## src/sv/sfd_pkg.sv

```systemverilog
package sfd_pkg;

  // Parser phase codes
  localparam logic [2:0] PH_SYNC1   = 3'd0;
  localparam logic [2:0] PH_SYNC2   = 3'd1;
  localparam logic [2:0] PH_COMMAND = 3'd2;
  localparam logic [2:0] PH_LENGTH  = 3'd3;
  localparam logic [2:0] PH_PAYLOAD = 3'd4;
  localparam logic [2:0] PH_CKS_HI  = 3'd5;
  localparam logic [2:0] PH_CKS_LO  = 3'd6;

  // Configuration register indexes
  localparam int unsigned CFG_IDX_W = 8;
  localparam logic [CFG_IDX_W-1:0] CFG_SYNC_FIRST  = 8'd0;
  localparam logic [CFG_IDX_W-1:0] CFG_SYNC_SECOND = 8'd1;

  // Result kinds
  localparam logic KIND_PAYLOAD   = 1'b0;
  localparam logic KIND_FRAME_END = 1'b1;

  // One result item
  typedef struct packed {
    logic       kind;
    logic [7:0] payload_byte;
    logic [7:0] command;
    logic [7:0] frame_length;
    logic       checksum_ok;
  } result_t;

endpackage

```

## src/sv/sfd_parser.sv

```systemverilog
module sfd_parser
  import sfd_pkg::*;
(
  input  logic       clk,
  input  logic       rst,
  input  logic       fire,
  input  logic [7:0] rx_byte,
  input  logic [7:0] sync_first,
  input  logic [7:0] sync_second,
  output logic       res_valid,
  output result_t    res
);

  logic [2:0]  phase, phase_next;
  logic [15:0] running_sum, running_sum_next;
  logic [7:0]  payload_count, payload_count_next;
  logic [7:0]  held_command, held_command_next;
  logic [7:0]  held_length, held_length_next;
  logic [7:0]  checksum_high, checksum_high_next;
  logic [15:0] sum_add;
  logic [7:0]  count_inc;

  assign sum_add   = running_sum + {8'd0, rx_byte};
  assign count_inc = payload_count + 8'd1;

  // Parse step for the byte on the input
  always_comb begin
    phase_next         = phase;
    running_sum_next   = running_sum;
    payload_count_next = payload_count;
    held_command_next  = held_command;
    held_length_next   = held_length;
    checksum_high_next = checksum_high;
    res_valid          = 1'b0;
    res                = '0;
    case (phase)
      PH_SYNC2: begin
        if (rx_byte == sync_second) phase_next = PH_COMMAND;
      end
      PH_COMMAND: begin
        held_command_next = rx_byte;
        running_sum_next  = {8'd0, rx_byte};
        phase_next        = PH_LENGTH;
      end
      PH_LENGTH: begin
        held_length_next = rx_byte;
        running_sum_next = sum_add;
        if (rx_byte != 8'd0) begin
          payload_count_next = 8'd0;
          phase_next         = PH_PAYLOAD;
        end else begin
          phase_next = PH_CKS_HI;
        end
      end
      PH_PAYLOAD: begin
        running_sum_next   = sum_add;
        payload_count_next = count_inc;
        if (count_inc >= held_length) phase_next = PH_CKS_HI;
        res_valid          = 1'b1;
        res.kind           = KIND_PAYLOAD;
        res.payload_byte   = rx_byte;
      end
      PH_CKS_HI: begin
        checksum_high_next = rx_byte;
        phase_next         = PH_CKS_LO;
      end
      PH_CKS_LO: begin
        phase_next       = PH_SYNC1;
        res_valid        = 1'b1;
        res.kind         = KIND_FRAME_END;
        res.command      = held_command;
        res.frame_length = held_length;
        res.checksum_ok  = (running_sum[7:0] == rx_byte) &&
                           (running_sum[15:8] == checksum_high);
      end
      default: begin
        // waiting for the first sync byte (unused code behaves the same)
        phase_next = (rx_byte == sync_first) ? PH_SYNC2 : PH_SYNC1;
      end
    endcase
  end

  // Parser state
  always_ff @(posedge clk) begin
    if (rst) begin
      phase         <= PH_SYNC1;
      running_sum   <= '0;
      payload_count <= '0;
      held_command  <= '0;
      held_length   <= '0;
      checksum_high <= '0;
    end else if (fire) begin
      phase         <= phase_next;
      running_sum   <= running_sum_next;
      payload_count <= payload_count_next;
      held_command  <= held_command_next;
      held_length   <= held_length_next;
      checksum_high <= checksum_high_next;
    end
  end

  a_res_phase: assert property (@(posedge clk) disable iff (rst)
    res_valid |-> (phase == PH_PAYLOAD || phase == PH_CKS_LO))
    else $error("result outside payload or checksum phase");

  a_end_resync: assert property (@(posedge clk) disable iff (rst)
    (fire && phase == PH_CKS_LO) |=> (phase == PH_SYNC1))
    else $error("parser did not return to sync search after frame end");

  a_count_bound: assert property (@(posedge clk) disable iff (rst)
    (phase == PH_PAYLOAD) |-> (payload_count < held_length))
    else $error("payload count overran frame length");

endmodule

```

## src/sv/sfd_out_queue.sv

```systemverilog
module sfd_out_queue
  import sfd_pkg::*;
(
  input  logic    clk,
  input  logic    rst,
  input  logic    push,
  input  result_t push_data,
  output logic    space,
  output logic    out_valid,
  input  logic    out_ready,
  output result_t head
);

  logic    skid_valid;
  result_t skid;
  logic    pop;

  assign pop   = out_valid && out_ready;
  assign space = !skid_valid;

  // Head register with a skid stage behind it
  always_ff @(posedge clk) begin
    if (rst) begin
      out_valid  <= 1'b0;
      skid_valid <= 1'b0;
    end else if (pop || !out_valid) begin
      if (skid_valid) begin
        out_valid  <= 1'b1;
        skid_valid <= push;
      end else begin
        out_valid <= push;
      end
    end else if (push) begin
      skid_valid <= 1'b1;
    end
  end

  always_ff @(posedge clk) begin
    if (pop || !out_valid) begin
      if (skid_valid) begin
        head <= skid;
        if (push) skid <= push_data;
      end else if (push) begin
        head <= push_data;
      end
    end else if (push) begin
      skid <= push_data;
    end
  end

  a_skid_behind_head: assert property (@(posedge clk) disable iff (rst)
    skid_valid |-> out_valid)
    else $error("skid stage full with empty head");

  a_no_overflow: assert property (@(posedge clk) disable iff (rst)
    !(push && skid_valid))
    else $error("transfer pushed into a full queue");

  a_skid_drains: assert property (@(posedge clk) disable iff (rst)
    (skid_valid && pop && !push) |=> !skid_valid)
    else $error("skid stage did not drain");

endmodule

```

## src/sv/serial_frame_deframer.sv

```systemverilog
// Channel | Handshake            | Payload
// --------+----------------------+-------------------------------------------
// in      | in_valid / in_ready  | rx_byte
// out     | out_valid / out_ready| kind, payload_byte, command, frame_length,
//         |                      | checksum_ok
// cfg     | cfg_valid / cfg_ready| cfg_index, cfg_data
//
// One byte per cycle while in_ready is high; each result is registered in the output queue before it shows on out.
// The parse step sits between the input port and a two-entry output queue.
// in_ready drops only while both queue entries hold results; cfg_ready is
// always high. Synchronous reset clears the parser and empties the queue;
// both sync registers reset to zero.
module serial_frame_deframer
  import sfd_pkg::*;
(
  input  logic                 clk,
  input  logic                 rst,
  input  logic                 in_valid,
  output logic                 in_ready,
  input  logic [7:0]           rx_byte,
  output logic                 out_valid,
  input  logic                 out_ready,
  output logic                 kind,
  output logic [7:0]           payload_byte,
  output logic [7:0]           command,
  output logic [7:0]           frame_length,
  output logic                 checksum_ok,
  input  logic                 cfg_valid,
  output logic                 cfg_ready,
  input  logic [CFG_IDX_W-1:0] cfg_index,
  input  logic [7:0]           cfg_data
);

  logic [7:0] sync_first;
  logic [7:0] sync_second;
  logic       fire;
  logic       res_valid;
  logic       space;
  result_t    res;
  result_t    head;

  assign cfg_ready = 1'b1;
  assign in_ready  = space;
  assign fire      = in_valid && space;

  // Configuration registers
  always_ff @(posedge clk) begin
    if (rst) begin
      sync_first  <= '0;
      sync_second <= '0;
    end else if (cfg_valid) begin
      case (cfg_index)
        CFG_SYNC_FIRST:  sync_first  <= cfg_data;
        CFG_SYNC_SECOND: sync_second <= cfg_data;
        default: ;
      endcase
    end
  end

  sfd_parser u_parser (
    .clk        (clk),
    .rst        (rst),
    .fire       (fire),
    .rx_byte    (rx_byte),
    .sync_first (sync_first),
    .sync_second(sync_second),
    .res_valid  (res_valid),
    .res        (res)
  );

  sfd_out_queue u_queue (
    .clk      (clk),
    .rst      (rst),
    .push     (fire && res_valid),
    .push_data(res),
    .space    (space),
    .out_valid(out_valid),
    .out_ready(out_ready),
    .head     (head)
  );

  assign kind         = head.kind;
  assign payload_byte = head.payload_byte;
  assign command      = head.command;
  assign frame_length = head.frame_length;
  assign checksum_ok  = head.checksum_ok;

endmodule
```

## config.mk

```make
export PLATFORM = sky130hd
export DESIGN_NAME = serial_frame_deframer
export DESIGN_NICKNAME = d
export VERILOG_FILES = /design/src/sv/sfd_pkg.sv /design/src/sv/sfd_parser.sv /design/src/sv/sfd_out_queue.sv /design/src/sv/serial_frame_deframer.sv
export SDC_FILE = /design/constraint.sdc
export NUM_CORES = 1
export LEC_CHECK = 0
export ABC_AREA = 1
export BUFFER_PORTS_ARGS = -buffer_cell sky130_fd_sc_hd__buf_2
export CORE_ASPECT_RATIO = 1.75
export CORE_UTILIZATION = 40
export DETAILED_ROUTE_END_ITERATION = 16
export GPL_ROUTABILITY_DRIVEN = 0
export PLACE_DENSITY = 0.63
export SLEW_MARGIN = 0
export SYNTH_ARGS = -nofsm -noshare
export SYNTH_HDL_FRONTEND = slang
export SYNTH_SLANG_ARGS = --single-unit
```

## constraint.sdc

```tcl
create_clock -name clk -period 4.3 [get_ports clk]
set_clock_uncertainty 0.15 [all_clocks]
set_input_delay 0.86 -clock clk [delete_from_list [all_inputs] [get_ports clk]]
set_output_delay 0.86 -clock clk [all_outputs]
set_load 0.005 [all_outputs]
```

==> out/metrics.yaml <==
timing.setup.tns_ns: 0
postSynthCellCount: 715
final_layout_size_suffix_gt1_frac: 0.139
drt-total-wl_microns: 13500
clk_transition_reported_paths_ns: 0.06
min-delay-path-class: "reg -> reg"
achievable-frequency_ghz: 0.379
post_cts.repair.setup_buffers: 0
net_count_after_synthesis: 762
globalRoute.totalOverflow: 0
most-common-layout-cells: "sky130_fd_sc_hd__nand2_1 (184), sky130_fd_sc_hd__inv_1 (75), sky130_fd_sc_hd__a21oi_1 (71)"
fp.dieH_microns: 161
placement_rows: 57
post_route_utilization: 0.492
cts-resized-gates: 0
hold_violations: 0
slew_viol_final: 0
reg_top3: "u_queue.head x26, u_queue.skid x26, u_parser.running_sum x16"
final_antenna_net_count: 0
unrepaired_setup_endpoints_after_global_routing: "false"
placed_cell_area_sq_um: 6280
share_of_the_clock_period_used_by_the_worst_path_after_layout: 0.614
design_area_sq_um: 6910
maximum_number_of_buffers_from_clock_root_to_sink: 2
cts.root.buffer_cell: "sky130_fd_sc_hd__clkbuf_16"
leading_cell_type_in_the_layout_fill_and_taps_excluded: "sky130_fd_sc_hd__nand2_1"
drt_pre_antenna_iters: 5
timing.reg2reg.worst_path_depth: 12
synth_cell_type_count: 40
ys_seq_elements: 121
power.density_cell_area_nw_per_um2: 442
required_ns: 4.45
drcViolationCount: 0
cts_sink_cnt: 121
ir_drop_mv: 0.305
critical_path_peak_fanout: 9
worst-slew-pin-transition_ns: 0.571
max-cap-violations: 0
number_of_levels_the_h_tree_was_split_into: 4
finalSetupViolations: 0
cts_tree: "built"
cts_inserted_buffers: 17
avg_wl_per_cell_microns: 14.0
hpwl_microns: 9960
critPathMostFrequentCell: "sky130_fd_sc_hd__o21ai_0"
placement.io_buffers: 56
p_leak_nw: 2.90
fp.coreArea_sq_um: 14000
timing.setup.critical_path_class: "in -> reg"
slew-limit-headroom: 0.619
totalPowerFinal_mw: 3.06
final_net_count: 823
final.min_clock_period_ns: 2.64
track_usage: 0.195
vias_per_cell: 5.04
start_kind: "input port"
hold-path-cell-count: 2
growth_of_design_area_from_synthesis_to_finish_pct: 18.9
drt_iter0_drc: 248
insertion_delay_ns: 0.41
post_synth.cell_area_avg_sq_um: 8.13
worstPathCellList: "buf_2, clkinv_1, fa_1, o21ai_0, nand3_1, nand2_1, nand3b_1, o21ai_0, nor2_1"
diodes: 0
worst_path_largest_cell_delay_ns: 0.53
antenna_found_initial: 0
die_w_microns: 93.1
grt_start_max_net_pins: 49
run_status: "finished, final reports clean"
end_kind: "register"
dieArea_sq_um: 15000
grt_pass1_vias: 5016
critPathSlowestCell: "sky130_fd_sc_hd__fa_1"
ios: 58
post_cts_hold_buffer_count: 0
timing.critical_path.arrival_ns: 2.79
synth.yosys.warnings: 0
synthesis.area_sq_um: 5810
starting_utilization_of_the_core_area: 0.414
route.vias.total: 4866
synth_seq_area_share: 0.506
wire_length_of_the_first_global_routing_pass_microns: 22900
whs_ns: 0.319
## worst paths after layout
kind / start / end / slack (ns)
hold reg to reg: sync_second[5]$_SDFFE_PP0P_ / sync_second[5]$_SDFFE_PP0P_ / 0.32
setup / recovery: rx_byte[1] / u_parser.running_sum[12]$_SDFFE_PP0P_ / 1.66
setup reg to reg: u_parser.payload_count[0]$_SDFFE_PP0P_ / u_parser.phase[2]$_SDFFE_PP0P_ / 1.74
hold / removal: sync_second[5]$_SDFFE_PP0P_ / sync_second[5]$_SDFFE_PP0P_ / 0.32
## final cells by class
type,count,area [sq um]
repair buffers,62,325
multi-input cells,495,2490
clock inverters,14,198
inverters,79,297
fillers,1392,7140
clock buffers,18,429
flip-flops and latches,121,2940
well taps,177,221
## routing by layer
layer  global-route usage  part of all wire  vias up
li1                     -                 -     2463
met1                0.203              0.39     2239
met5                    0                 0        -
met2                0.357              0.53      131
met3               0.0438             0.044       33
met4                0.101             0.031        0
## critical path: cells and delay by family
kind                       cells  cell delay (ns)
AOI/OAI and AO/OA              2             0.57
adders and majority gates      1             0.53
and+or+nand+nor                4             0.45
buffers and inverters          2             0.39
## synthesized netlist by cell type (all sizes together)
| library cell | number | share of area |
|---|---|---|
| o21bai | 1 | 0.0013 |
| xor2 | 10 | 0.015 |
| buf | 8 | 0.0071 |
| clkbuf | 12 | 0.0077 |
| and2 | 3 | 0.0032 |
| a21o | 2 | 0.0026 |
| o22ai | 1 | 0.0034 |
| dfxtp | 69 | 0.24 |
| conb | 1 | 0.00065 |
| a211oi | 1 | 0.0013 |
| a21boi | 2 | 0.0026 |
| fa | 1 | 0.0034 |
| o21ai | 55 | 0.047 |
| nand3b | 1 | 0.0013 |
| ha | 17 | 0.037 |
| o211ai | 1 | 0.0013 |
| edfxtp | 52 | 0.27 |
| xnor2 | 13 | 0.020 |
| a31oi | 2 | 0.0022 |
| nor2 | 73 | 0.051 |
| nand4 | 7 | 0.0075 |
| nor3 | 8 | 0.0077 |
| inv | 77 | 0.050 |
| nand2 | 188 | 0.12 |
| nand3 | 31 | 0.027 |
| or2 | 3 | 0.0032 |
| clkinv | 2 | 0.0013 |
| nor4 | 2 | 0.0022 |
| a21oi | 72 | 0.064 |
## report_power, final
| group | switching (mW) | internal (mW) |
|---|---|---|
| Clock | 0.519 | 0.974 |
| Sequential | 0.0235 | 1.23 |
| Combinational | 0.204 | 0.101 |
| Total | 0.747 | 2.31 |
## per-stage QoR
step           setup slack, ns  std cells
3_5_place_dp              1.23        934
4_1_cts                   1.68        966
2_1_floorplan           0.0878        715
5_1_grt                   1.48        966
3_3_place_gp              1.35        934
6_report                  1.66        966
## kinds of logic after synthesis
family,after synthesis,share of synthesized area
compound gates,137,0.126
fa+ha+maj,18,0.0400
buf+inv,99,0.0659
xor+xnor,23,0.0347
other cells,1,0.000645
flops,121,0.506
simple gates,316,0.226
No activity file was read; power rests on OpenSTA's default activity.
